### src/rtl/core/coalescing_event_queue_unit_macros.svh
// assertion helpers shared by the queue rtl
`ifndef COALESCING_EVENT_QUEUE_UNIT_MACROS_SVH
`define COALESCING_EVENT_QUEUE_UNIT_MACROS_SVH

// same-cycle implication, checked on every clock outside reset
`define CEVQ_ASSERT_IMPL(label, ante, cons, msg) \
  label: assert property (@(posedge clk) disable iff (rst) (ante) |-> (cons)) \
    else $error(msg);

// next-cycle implication, checked on every clock outside reset
`define CEVQ_ASSERT_NEXT(label, ante, cons, msg) \
  label: assert property (@(posedge clk) disable iff (rst) (ante) |=> (cons)) \
    else $error(msg);

`endif

### src/rtl/core/cevq_pkg.sv
package cevq_pkg;

  // queue geometry
  localparam int QUEUE_DEPTH = 16;
  localparam int IDX_W       = $clog2(QUEUE_DEPTH);
  localparam int CNT_W       = $clog2(QUEUE_DEPTH + 1);

  // request modes
  localparam logic [1:0] MODE_POST  = 2'd0;
  localparam logic [1:0] MODE_FOLD  = 2'd1;
  localparam logic [1:0] MODE_POP   = 2'd2;
  localparam logic [1:0] MODE_PURGE = 2'd3;

  // result status codes
  localparam logic [1:0] STATUS_OK    = 2'd0;
  localparam logic [1:0] STATUS_FULL  = 2'd1;
  localparam logic [1:0] STATUS_EMPTY = 2'd2;
  localparam logic [1:0] STATUS_BUSY  = 2'd3;

  // one stored event
  typedef struct packed {
    logic [31:0] etype;
    logic [15:0] target;
    logic [31:0] payload;
  } slot_t;

  // slot memory write port
  typedef struct packed {
    logic             en;
    logic [IDX_W-1:0] addr;
    slot_t            data;
  } ram_wr_t;

  // slot memory read port
  typedef struct packed {
    logic             en;
    logic [IDX_W-1:0] addr;
  } ram_rd_t;

  // one result before the output register
  typedef struct packed {
    logic             kind;
    logic [1:0]       status;
    slot_t            evt;
    logic [CNT_W-1:0] removed;
    logic             last;
  } result_t;

  // circular slot index increment
  function automatic logic [IDX_W-1:0] idx_inc(input logic [IDX_W-1:0] idx);
    if (idx == IDX_W'(QUEUE_DEPTH - 1)) begin
      return '0;
    end
    return idx + 1'b1;
  endfunction

endpackage

### src/rtl/core/cevq_if.sv
// request channel
interface cevq_req_if;
  logic        valid;
  logic        ready;
  logic [1:0]  mode;
  logic [31:0] event_type;
  logic [15:0] event_target;
  logic [31:0] event_payload;
  logic        wait_flag;

  modport source (
    output valid, mode, event_type, event_target, event_payload, wait_flag,
    input  ready
  );
  modport sink (
    input  valid, mode, event_type, event_target, event_payload, wait_flag,
    output ready
  );
endinterface

// result channel
interface cevq_rsp_if;
  logic        valid;
  logic        ready;
  logic        result_kind;
  logic [1:0]  status;
  logic [31:0] popped_type;
  logic [15:0] popped_target;
  logic [31:0] popped_payload;
  logic [4:0]  removed_count;
  logic [4:0]  pending_count;
  logic        last_result;

  modport source (
    output valid, result_kind, status, popped_type, popped_target, popped_payload,
           removed_count, pending_count, last_result,
    input  ready
  );
  modport sink (
    input  valid, result_kind, status, popped_type, popped_target, popped_payload,
           removed_count, pending_count, last_result,
    output ready
  );
endinterface

### src/rtl/core/cevq_slot_ram.sv
module cevq_slot_ram (
  input  logic              clk,
  input  cevq_pkg::ram_wr_t wr,
  input  cevq_pkg::ram_rd_t rd,
  output cevq_pkg::slot_t   rd_data
);

  cevq_pkg::slot_t mem [cevq_pkg::QUEUE_DEPTH];

  // single write port, registered read port
  always_ff @(posedge clk) begin
    if (wr.en) begin
      mem[wr.addr] <= wr.data;
    end
    if (rd.en) begin
      rd_data <= mem[rd.addr];
    end
  end

endmodule

### src/rtl/core/coalescing_event_queue_unit.sv
// Coalescing event queue: a bounded FIFO of up to 16 events (type, target,
// payload) held in a circular slot memory with one read and one write port.
// A request is taken only while the controller is idle; its results leave
// through an output register, so a new request may be taken while a result
// still waits. Fold scans the pending events oldest first, one slot per cycle
// through the memory read port, and stops at the first match or after all
// pending slots. Purge with a nonzero target reads and compacts every pending
// slot, one per cycle. An insert while a pop is held yields two results, an
// acknowledgement and then the delivered event.
`include "coalescing_event_queue_unit_macros.svh"

module coalescing_event_queue_unit (
  input  logic        clk,
  input  logic        rst,
  input  logic        cfg_wr_en,
  input  logic [31:0] cfg_wr_data,
  cevq_req_if.sink    req,
  cevq_rsp_if.source  rsp
);

  localparam logic [2:0] S_IDLE   = 3'd0;
  localparam logic [2:0] S_INSERT = 3'd1;
  localparam logic [2:0] S_SCAN   = 3'd2;
  localparam logic [2:0] S_POP    = 3'd3;
  localparam logic [2:0] S_PURGE  = 3'd4;
  localparam logic [2:0] S_EMIT   = 3'd5;

  localparam int IW = cevq_pkg::IDX_W;
  localparam int CW = cevq_pkg::CNT_W;

  logic [2:0]              state;
  logic [31:0]             timer_code;
  logic [IW-1:0]           head;
  logic [IW-1:0]           tail;
  logic [CW-1:0]           count;
  logic                    pop_waiting;
  logic [IW-1:0]           rp;
  logic [IW-1:0]           wp;
  logic [IW-1:0]           scan_idx;
  logic [CW-1:0]           removed;
  logic                    dlv_pend;
  cevq_pkg::slot_t         req_evt;
  cevq_pkg::result_t       res;
  logic                    out_valid;
  cevq_pkg::result_t       out_res;
  logic [CW-1:0]           out_pending;

  cevq_pkg::ram_wr_t       wr;
  cevq_pkg::ram_rd_t       rd;
  cevq_pkg::slot_t         rdata;

  logic                    slot_free;
  logic                    fold_hit;
  logic                    purge_hit;
  logic                    last_scan;
  logic [CW-1:0]           removed_next;
  logic                    full;
  logic                    needs_read;
  logic [1:0]              start_status;
  logic [CW:0]             tail_sum;
  logic [CW:0]             tail_calc;

  cevq_slot_ram u_ram (
    .clk     (clk),
    .wr      (wr),
    .rd      (rd),
    .rd_data (rdata)
  );

  assign req.ready = (state == S_IDLE);

  // output register drives the result channel
  assign rsp.valid          = out_valid;
  assign rsp.result_kind    = out_res.kind;
  assign rsp.status         = out_res.status;
  assign rsp.popped_type    = out_res.evt.etype;
  assign rsp.popped_target  = out_res.evt.target;
  assign rsp.popped_payload = out_res.evt.payload;
  assign rsp.removed_count  = 5'(out_res.removed);
  assign rsp.pending_count  = 5'(out_pending);
  assign rsp.last_result    = out_res.last;

  // scan compares and status
  always_comb begin
    slot_free    = !out_valid || rsp.ready;
    fold_hit     = (rdata.etype == req_evt.etype) && (rdata.target == req_evt.target);
    purge_hit    = (rdata.target == req_evt.target);
    last_scan    = ((CW'(scan_idx) + 1'b1) == count);
    removed_next = removed + CW'(purge_hit);
    full         = (count == CW'(cevq_pkg::QUEUE_DEPTH));
    needs_read   = (count != '0) &&
                   ((req.mode == cevq_pkg::MODE_FOLD) || (req.mode == cevq_pkg::MODE_POP) ||
                    ((req.mode == cevq_pkg::MODE_PURGE) && (req.event_target != '0)));
    start_status = cevq_pkg::STATUS_OK;
    if ((req.mode == cevq_pkg::MODE_POP) && (count == '0)) begin
      if (!req.wait_flag) begin
        start_status = cevq_pkg::STATUS_EMPTY;
      end else if (pop_waiting) begin
        start_status = cevq_pkg::STATUS_BUSY;
      end
    end
  end

  // slot memory port control
  always_comb begin
    rd = '0;
    wr = '0;
    case (state)
      S_IDLE: begin
        if (req.valid && needs_read) begin
          rd.en   = 1'b1;
          rd.addr = head;
        end
      end
      S_SCAN: begin
        if (fold_hit) begin
          wr.en                = 1'b1;
          wr.addr              = rp;
          wr.data.etype        = rdata.etype;
          wr.data.target       = rdata.target;
          wr.data.payload      = (rdata.etype == timer_code) ?
                                 rdata.payload + 32'd1 : req_evt.payload;
        end else if (!last_scan) begin
          rd.en   = 1'b1;
          rd.addr = cevq_pkg::idx_inc(rp);
        end
      end
      S_PURGE: begin
        if (!purge_hit) begin
          wr.en   = 1'b1;
          wr.addr = wp;
          wr.data = rdata;
        end
        if (!last_scan) begin
          rd.en   = 1'b1;
          rd.addr = cevq_pkg::idx_inc(rp);
        end
      end
      S_INSERT: begin
        if (!pop_waiting && !full) begin
          wr.en   = 1'b1;
          wr.addr = tail;
          wr.data = req_evt;
        end
      end
      default: begin
      end
    endcase
  end

  // controller
  always_ff @(posedge clk) begin
    if (rst) begin
      state       <= S_IDLE;
      timer_code  <= '0;
      head        <= '0;
      tail        <= '0;
      count       <= '0;
      pop_waiting <= 1'b0;
      dlv_pend    <= 1'b0;
      out_valid   <= 1'b0;
    end else begin
      if (cfg_wr_en) begin
        timer_code <= cfg_wr_data;
      end
      if ((state == S_EMIT) && slot_free) begin
        out_valid <= 1'b1;
      end else if (out_valid && rsp.ready) begin
        out_valid <= 1'b0;
      end
      case (state)
        S_IDLE: begin
          if (req.valid) begin
            req_evt.etype   <= req.event_type;
            req_evt.target  <= req.event_target;
            req_evt.payload <= req.event_payload;
            rp              <= head;
            wp              <= head;
            scan_idx        <= '0;
            removed         <= '0;
            res             <= '{kind: 1'b0, status: start_status, evt: '0,
                                 removed: '0, last: 1'b1};
            case (req.mode)
              cevq_pkg::MODE_POST: begin
                state <= S_INSERT;
              end
              cevq_pkg::MODE_FOLD: begin
                state <= (count == '0) ? S_INSERT : S_SCAN;
              end
              cevq_pkg::MODE_POP: begin
                if (count != '0) begin
                  state <= S_POP;
                end else begin
                  if (req.wait_flag && !pop_waiting) begin
                    pop_waiting <= 1'b1;
                  end
                  state <= S_EMIT;
                end
              end
              cevq_pkg::MODE_PURGE: begin
                state <= needs_read ? S_PURGE : S_EMIT;
              end
              default: begin
                state <= S_EMIT;
              end
            endcase
          end
        end
        // fold search, oldest first
        S_SCAN: begin
          if (fold_hit) begin
            state <= S_EMIT;
          end else if (last_scan) begin
            state <= S_INSERT;
          end else begin
            rp       <= cevq_pkg::idx_inc(rp);
            scan_idx <= scan_idx + 1'b1;
          end
        end
        // oldest event leaves at the head
        S_POP: begin
          res.kind <= 1'b1;
          res.evt  <= rdata;
          head     <= cevq_pkg::idx_inc(head);
          count    <= count - 1'b1;
          state    <= S_EMIT;
        end
        // compaction: kept slots move down behind the read pointer
        S_PURGE: begin
          if (!purge_hit) begin
            wp <= cevq_pkg::idx_inc(wp);
          end
          if (last_scan) begin
            count       <= count - removed_next;
            tail        <= purge_hit ? wp : cevq_pkg::idx_inc(wp);
            res.removed <= removed_next;
            state       <= S_EMIT;
          end else begin
            rp       <= cevq_pkg::idx_inc(rp);
            scan_idx <= scan_idx + 1'b1;
            removed  <= removed_next;
          end
        end
        // append, hand to a held pop, or report full
        S_INSERT: begin
          if (pop_waiting) begin
            pop_waiting <= 1'b0;
            res.last    <= 1'b0;
            dlv_pend    <= 1'b1;
          end else if (full) begin
            res.status <= cevq_pkg::STATUS_FULL;
          end else begin
            tail  <= cevq_pkg::idx_inc(tail);
            count <= count + 1'b1;
          end
          state <= S_EMIT;
        end
        // load the output register, then a held-pop delivery if any
        S_EMIT: begin
          if (slot_free) begin
            out_res     <= res;
            out_pending <= count;
            if (dlv_pend) begin
              dlv_pend    <= 1'b0;
              res.kind    <= 1'b1;
              res.status  <= cevq_pkg::STATUS_OK;
              res.evt     <= req_evt;
              res.removed <= '0;
              res.last    <= 1'b1;
            end else begin
              state <= S_IDLE;
            end
          end
        end
        default: begin
          state <= S_IDLE;
        end
      endcase
    end
  end

  // expected tail from head and count
  always_comb begin
    tail_sum  = (CW + 1)'(head) + (CW + 1)'(count);
    tail_calc = (tail_sum >= (CW + 1)'(cevq_pkg::QUEUE_DEPTH)) ?
                tail_sum - (CW + 1)'(cevq_pkg::QUEUE_DEPTH) : tail_sum;
  end

  `CEVQ_ASSERT_IMPL(a_held_pop_empty, pop_waiting, count == '0, "held pop with events pending")
  `CEVQ_ASSERT_IMPL(a_tail_track, 1'b1, IW'(tail_calc) == tail, "tail out of step with head and count")
  `CEVQ_ASSERT_IMPL(a_idle_no_delivery, state == S_IDLE, !dlv_pend, "delivery left behind in idle")
  `CEVQ_ASSERT_NEXT(a_count_bound, 1'b1, count <= CW'(cevq_pkg::QUEUE_DEPTH), "count above depth")

endmodule
### src/flat_wrapper.sv
// flat-port wrapper written by rule: the top's interface ports become plain ports
module coalescing_event_queue_unit_flat 
  (clk, rst, cfg_wr_en, cfg_wr_data, req_valid, req_mode, req_event_type, req_event_target, req_event_payload, req_wait_flag, req_ready, rsp_valid, rsp_result_kind, rsp_status, rsp_popped_type, rsp_popped_target, rsp_popped_payload, rsp_removed_count, rsp_pending_count, rsp_last_result, rsp_ready);
  cevq_req_if req_i ();
  cevq_rsp_if rsp_i ();
  input  logic clk;
  input  logic rst;
  input  logic cfg_wr_en;
  input  logic [31:0] cfg_wr_data;
  input wire logic [$bits(req_i.valid)-1:0] req_valid;
  input wire logic [$bits(req_i.mode)-1:0] req_mode;
  input wire logic [$bits(req_i.event_type)-1:0] req_event_type;
  input wire logic [$bits(req_i.event_target)-1:0] req_event_target;
  input wire logic [$bits(req_i.event_payload)-1:0] req_event_payload;
  input wire logic [$bits(req_i.wait_flag)-1:0] req_wait_flag;
  output wire logic [$bits(req_i.ready)-1:0] req_ready;
  output wire logic [$bits(rsp_i.valid)-1:0] rsp_valid;
  output wire logic [$bits(rsp_i.result_kind)-1:0] rsp_result_kind;
  output wire logic [$bits(rsp_i.status)-1:0] rsp_status;
  output wire logic [$bits(rsp_i.popped_type)-1:0] rsp_popped_type;
  output wire logic [$bits(rsp_i.popped_target)-1:0] rsp_popped_target;
  output wire logic [$bits(rsp_i.popped_payload)-1:0] rsp_popped_payload;
  output wire logic [$bits(rsp_i.removed_count)-1:0] rsp_removed_count;
  output wire logic [$bits(rsp_i.pending_count)-1:0] rsp_pending_count;
  output wire logic [$bits(rsp_i.last_result)-1:0] rsp_last_result;
  input wire logic [$bits(rsp_i.ready)-1:0] rsp_ready;
  assign req_i.valid = req_valid;
  assign req_i.mode = req_mode;
  assign req_i.event_type = req_event_type;
  assign req_i.event_target = req_event_target;
  assign req_i.event_payload = req_event_payload;
  assign req_i.wait_flag = req_wait_flag;
  assign req_ready = req_i.ready;
  assign rsp_valid = rsp_i.valid;
  assign rsp_result_kind = rsp_i.result_kind;
  assign rsp_status = rsp_i.status;
  assign rsp_popped_type = rsp_i.popped_type;
  assign rsp_popped_target = rsp_i.popped_target;
  assign rsp_popped_payload = rsp_i.popped_payload;
  assign rsp_removed_count = rsp_i.removed_count;
  assign rsp_pending_count = rsp_i.pending_count;
  assign rsp_last_result = rsp_i.last_result;
  assign rsp_i.ready = rsp_ready;
  coalescing_event_queue_unit u_core (.clk(clk), .rst(rst), .cfg_wr_en(cfg_wr_en), .cfg_wr_data(cfg_wr_data), .req(req_i), .rsp(rsp_i));
endmodule
### config.mk
export PLATFORM = sky130hd
export DESIGN_NAME = coalescing_event_queue_unit_flat
export DESIGN_NICKNAME = d
export VERILOG_FILES = /design/src/rtl/core/cevq_pkg.sv /design/src/rtl/core/cevq_if.sv /design/src/rtl/core/cevq_slot_ram.sv /design/src/rtl/core/coalescing_event_queue_unit.sv /design/src/flat_wrapper.sv
export VERILOG_INCLUDE_DIRS = /design/src /design/src/rtl/core
export SDC_FILE = /design/constraint.sdc
export NUM_CORES = 2
export LEC_CHECK = 0
export BUFFER_PORTS_ARGS = -buffer_cell sky130_fd_sc_hd__buf_4
export CAP_MARGIN = 25
export CELL_PAD_IN_SITES_DETAIL_PLACEMENT = 1
export CELL_PAD_IN_SITES_GLOBAL_PLACEMENT = 1
export CORE_MARGIN = 4
export CORE_UTILIZATION = 52
export CTS_CLUSTER_SIZE = 24
export DETAILED_ROUTE_END_ITERATION = 8
export GPL_TIMING_DRIVEN = 0
export PLACE_DENSITY = 0.76
export SLEW_MARGIN = 20
export SYNTH_ARGS = -nofsm -noshare
export SYNTH_HDL_FRONTEND = slang
export SYNTH_SLANG_ARGS = --single-unit
### constraint.sdc
create_clock -name clk -period 9.35 [get_ports clk]
set_input_delay 0.935 -clock clk [delete_from_list [all_inputs] [get_ports clk]]
set_output_delay 0.935 -clock clk [all_outputs]
set_load 0.05 [all_outputs]
==> flow_summary.html <==
<table>
<tr><th>Metric</th><th>Value</th></tr>
<tr><th colspan="2">Worst setup path</th></tr>
<tr><td>Worst Setup SP</td><td>u_core.u_ram.rd_data[55]$_DFFE_PP_</td></tr>
<tr><td>Arrival time reported for the critical path endpoint</td><td>around 6.9 ns</td></tr>
<tr><td>Worst path required time</td><td>approximately 10 ns</td></tr>
<tr><td>Worst Setup Start Kind</td><td>flip-flop</td></tr>
<tr><td>Setup CP Type</td><td>flip-flop to flip-flop</td></tr>
<tr><td>Top fanout value on the critical path</td><td>19</td></tr>
<tr><td>Worst reg-to-reg setup slack</td><td>2.94 ns</td></tr>
<tr><td>Endpoint type of the worst setup path</td><td>flip-flop</td></tr>
<tr><td>Worst R2R Start</td><td>u_core.u_ram.rd_data[55]$_DFFE_PP_</td></tr>
<tr><th colspan="2">GRT</th></tr>
<tr><td>Gr ovfl total</td><td>0</td></tr>
<tr><td>Global routing usage on met3</td><td>8.67%</td></tr>
<tr><td>Fraction of met1 tracks used by global routing</td><td>between 40% and 50%</td></tr>
<tr><td>Pin count of the biggest net entering global routing</td><td>43</td></tr>
<tr><td>Number of antenna violations at the first check in global routing</td><td>11</td></tr>
<tr><td>First-pass GRT wire length</td><td>323000 um</td></tr>
<tr><td>Global routing met2 resource utilization</td><td>54.0%</td></tr>
<tr><td>Global Route Usage Sum</td><td>about a third</td></tr>
<tr><td>Vias in the first global route</td><td>roughly 47000</td></tr>
<tr><td>Most Crowded Layer GR</td><td>met2</td></tr>
<tr><th colspan="2">Power and ir drop</th></tr>
<tr><td>Clock group share of total power</td><td>27.5%</td></tr>
<tr><td>Cell internal pwr</td><td>16.0 mW</td></tr>
<tr><td>Sequential Power Share</td><td>45.5%</td></tr>
<tr><td>Peak VDD IR</td><td>around 0.25 mV</td></tr>
<tr><td>Power Density</td><td>approximately 320 mW/mm2</td></tr>
<tr><td>Leak Pwr</td><td>26.6 nW</td></tr>
<tr><td>Switching power</td><td>about 8.5 mW</td></tr>
<tr><td>Net switching share of the total power</td><td>around 35%</td></tr>
<tr><td>Final total power</td><td>approximately 25 mW</td></tr>
<tr><td>Part of the total power dissipated in combinational logic</td><td>27.0%</td></tr>
<tr><th colspan="2">STA</th></tr>
<tr><td>Transition time of the tightest slew-check pin</td><td>roughly 1.2 ns</td></tr>
<tr><td>Setup skew after layout</td><td>~0.038 ns</td></tr>
<tr><td>Number of hold-slack violations in the final timing report</td><td>0</td></tr>
<tr><td>Maximum clock rate</td><td>approximately 0.16 GHz</td></tr>
<tr><td>Worst slack on hold paths</td><td>about 0.30 ns</td></tr>
<tr><td>Number of failing setup endpoints in the final timing report</td><td>0</td></tr>
<tr><td>Setup repair after global routing missed its margin</td><td>no</td></tr>
<tr><td>Max-slew violation total from the final report</td><td>0</td></tr>
<tr><td>Post-route clock period utilization</td><td>68.6%</td></tr>
<tr><td>Setup ws final</td><td>2.94 ns</td></tr>
<tr><td>Remaining max-slew budget at the tightest pin</td><td>21.7%</td></tr>
<tr><td>Post-layout minimum cycle time</td><td>between 6 and 7 ns</td></tr>
<tr><th colspan="2">Synth</th></tr>
<tr><td>Flip-flop and latch count after synthesis</td><td>~1700</td></tr>
<tr><td>Yosys warning count</td><td>0</td></tr>
<tr><td>Number of flops mapped to enable cells by yosys</td><td>around 1600</td></tr>
<tr><td>Main area contributors after synthesis</td><td>edfxtp_1, nand2_1, a21oi_1, a22o_1, dfxtp_1</td></tr>
<tr><td>Post-Synthesis Net Count</td><td>4750</td></tr>
<tr><td>Average size of a mapped cell</td><td>~14 um2</td></tr>
<tr><td>Number of instances in the synthesized netlist</td><td>4612</td></tr>
<tr><td>Dominant cell by count in the synthesized netlist</td><td>edfxtp_1</td></tr>
<tr><td>Sequential cell area fraction in the yosys report</td><td>76.5%</td></tr>
<tr><td>Flip-flop cell with the highest count after synthesis</td><td>edfxtp_1</td></tr>
<tr><td>Post-synth cell types</td><td>74</td></tr>
<tr><td>Async set-or-reset flop fraction in the synthesized netlist</td><td>0%</td></tr>
<tr><td>Biggest area consumer among synthesized cells</td><td>edfxtp_1</td></tr>
<tr><td>Netlist area before placement</td><td>around 0.066 mm2</td></tr>
<tr><td>Commonest cells post-synth</td><td>edfxtp_1, nand2_1, a21oi_1</td></tr>
<tr><td>Top cell type's share of synthesized area</td><td>between 70% and 80%</td></tr>
<tr><th colspan="2">Clock network</th></tr>
<tr><td>Worst-Skew Late Latency</td><td>slightly above 0.8 ns</td></tr>
<tr><td>Number of levels in the clock H-tree</td><td>4</td></tr>
<tr><td>Number of buffers created by CTS</td><td>around 170</td></tr>
<tr><td>TritonCTS clock tree</td><td>done</td></tr>
<tr><td>Clk slew on worst S/H paths</td><td>roughly 0.06 ns</td></tr>
<tr><td>Number of buffers on the longest clock path</td><td>3</td></tr>
<tr><td>Postcts setup bufs</td><td>0</td></tr>
<tr><td>Resize count post-CTS</td><td>0</td></tr>
<tr><td>TritonCTS sink count</td><td>approximately 1700</td></tr>
<tr><td>Hold bufs inserted after CTS</td><td>0</td></tr>
<tr><td>Library cell used as clock root buffer</td><td>clkbuf_16</td></tr>
<tr><th colspan="2">Layout</th></tr>
<tr><td>Number of filler cells placed in the layout</td><td>approximately 12000</td></tr>
<tr><td>Count of non-filler cells in the finished layout</td><td>approximately 6900</td></tr>
<tr><td>Synth-to-Final Area Change</td><td>17.4%</td></tr>
<tr><td>Fraction of layout instances using a drive strength above 1</td><td>approximately 14%</td></tr>
<tr><td>Nets</td><td>around 5300</td></tr>
<tr><th colspan="2">Status</th></tr>
<tr><td>Status</td><td>finished clean</td></tr>
<tr><th colspan="2">Placement</th></tr>
<tr><td>Place WS</td><td>about 2.8 ns</td></tr>
<tr><td>Port-buffer cells</td><td>~210</td></tr>
<tr><td>RePlAce Congestion</td><td>around 0.85</td></tr>
<tr><td>HPWL reported at the end of detailed placement</td><td>about 150000 um</td></tr>
<tr><td>Number of placed instances, taps included</td><td>6592</td></tr>
<tr><th colspan="2">Routing</th></tr>
<tr><td>Post-route DRC violation count</td><td>0</td></tr>
<tr><td>Vias</td><td>between 40000 and 50000</td></tr>
<tr><td>Number of vias per cell</td><td>around 6.5</td></tr>
<tr><td>Number of DRC markers in iteration 0</td><td>a little over 6000</td></tr>
<tr><td>Final wirelength</td><td>around 230000 um</td></tr>
<tr><td>Routed wire length per instance</td><td>approximately 33 um</td></tr>
<tr><td>Pre-antenna DRT Iters</td><td>6</td></tr>
<tr><td>Antenna-violating nets left</td><td>0</td></tr>
<tr><th colspan="2">Floorplan</th></tr>
<tr><td>Initial standard-cell utilization of the core</td><td>~52%</td></tr>
<tr><td>Die Footprint</td><td>around 0.13 mm2</td></tr>
<tr><td>Std cell rows</td><td>130</td></tr>
<tr><td>Die height</td><td>363 um</td></tr>
<tr><td>Area of the placeable core</td><td>0.126 mm2</td></tr>
<tr><td>Die span in x</td><td>363 um</td></tr>
<tr><td># IOs</td><td>216</td></tr>
<tr><th colspan="2">Hold path</th></tr>
<tr><td>Worst Min Path Start</td><td>req_event_type[9]</td></tr>
<tr><td>Worst Hold Class</td><td>primary input to flip-flop</td></tr>
<tr><th colspan="2">Job</th></tr>
<tr><td>Number of maximum-capacitance violations</td><td>0</td></tr>
</table>
-- cells by family after synthesis --
logic type      after synthesis  synth area share, %
buf+inv                     289                 2.02
simple gates               1604                 10.3
xor+xnor                    112                 1.49
compound gates              856                 8.64
flops                      1691                 76.5
mux                          42                0.640
fa+ha+maj                    18                0.354
-- path summary, 6_finish.rpt --
path	cells after the start	end
max	12	u_core.u_ram.mem[2][32]$_DFFE_PP_
min	1	u_core.req_evt[57]$_DFFE_PP_
min reg2reg	0	u_core.rsp.popped_type[6]$_DFFE_PP_
max reg2reg	12	u_core.u_ram.mem[2][32]$_DFFE_PP_
-- state kept, by name, summed over array words and instances, names as in the netlist, 5 cells and up --
name,count
u_core.rsp.popped_type,32
u_core.u_ram.mem,1280
u_core.count,5
u_core.res,89
u_core.timer_code,32
u_core.req_evt,80
u_core.rsp.pending_count,5
u_core.rsp.popped_target,16
u_core.rsp.removed_count,5
u_core.removed,5
u_core.rsp.popped_payload,32
u_core.u_ram.rd_data,80
-- final cells by class --
cell class | instances | area (um2) | area share [%]
Inverter | 23 | 87.6 | 0.114
Clock buffer | 214 | 4530 | 5.87
Timing Repair Buffer | 335 | 3730 | 4.84
Sequential cell | 1691 | 50300 | 65.2
Tap cell | 1650 | 2060 | 2.68
Buffer | 266 | 1240 | 1.61
Multi-Input combinational cell | 2632 | 14300 | 18.6
Clock inverter | 99 | 881 | 1.14
Antenna cell | 8 | 20.0 | 0.0259
-- per-stage QoR --
step | area [um2] | setup TNS [ns] | utilization (%)
after floorplan | 65700 | 0 | -
after global placement | 69400 | -3774.17 | 55.2
after detailed placement | 71700 | 0 | 57.1
after CTS | 77100 | 0 | 61.4
after global routing | 77100 | 0 | 61.4
final | 77200 | 0 | 61.4
-- power by group through the flow --
stage / combinational (mW) / sequential [mW] / clock, mW
after floorplan: 3.35 / 11.2 / 0
after global placement: 5.66 / 11.4 / 0
after detailed placement: 6.35 / 11.3 / 0
after CTS: 6.47 / 11.1 / 6.79
after global routing: 6.95 / 11.2 / 7.14
final: 6.62 / 11.2 / 6.75
-- layer usage --
| metal | routed length (um) | vias up |
|---|---|---|
| met4 | 10800 | 4 |
| met3 | 24500 | 638 |
| met2 | 106000 | 2985 |
| li1 | - | 18400 |
| met1 | 83500 | 23200 |
| met5 | 24 | - |
-- placed cells by master (no fill, tap or decap), types with 30 or more instances in the layout --
master	count
o22ai_1	79
buf_4	268
clkbuf_1	171
nand3_1	188
nand2_1	1043
buf_12	45
edfxtp_1	1640
clkbuf_16	175
dfxtp_1	51
a21oi_1	349
o31ai_1	79
clkinv_1	34
o2111ai_1	79
mux2i_1	42
o21ai_0	42
buf_16	30
a22o_1	128
xnor2_1	84
nor2_1	166
clkinv_2	37
nor4_1	89
buf_2	92
-- worst max-delay path: stages, from the launching register on --
cell      delay [ns]
edfxtp_1        0.51
xnor2_1         0.54
nand4_1         0.23
nor4_2          0.92
nand3_1         0.26
or2_1           0.43
clkbuf_1        0.49
o21ai_0         0.75
nand2b_1        0.42
nor2_4          0.84
buf_16          0.26
buf_12          0.21
buf_16          0.19
No activity file was read; power rests on OpenSTA's default activity.
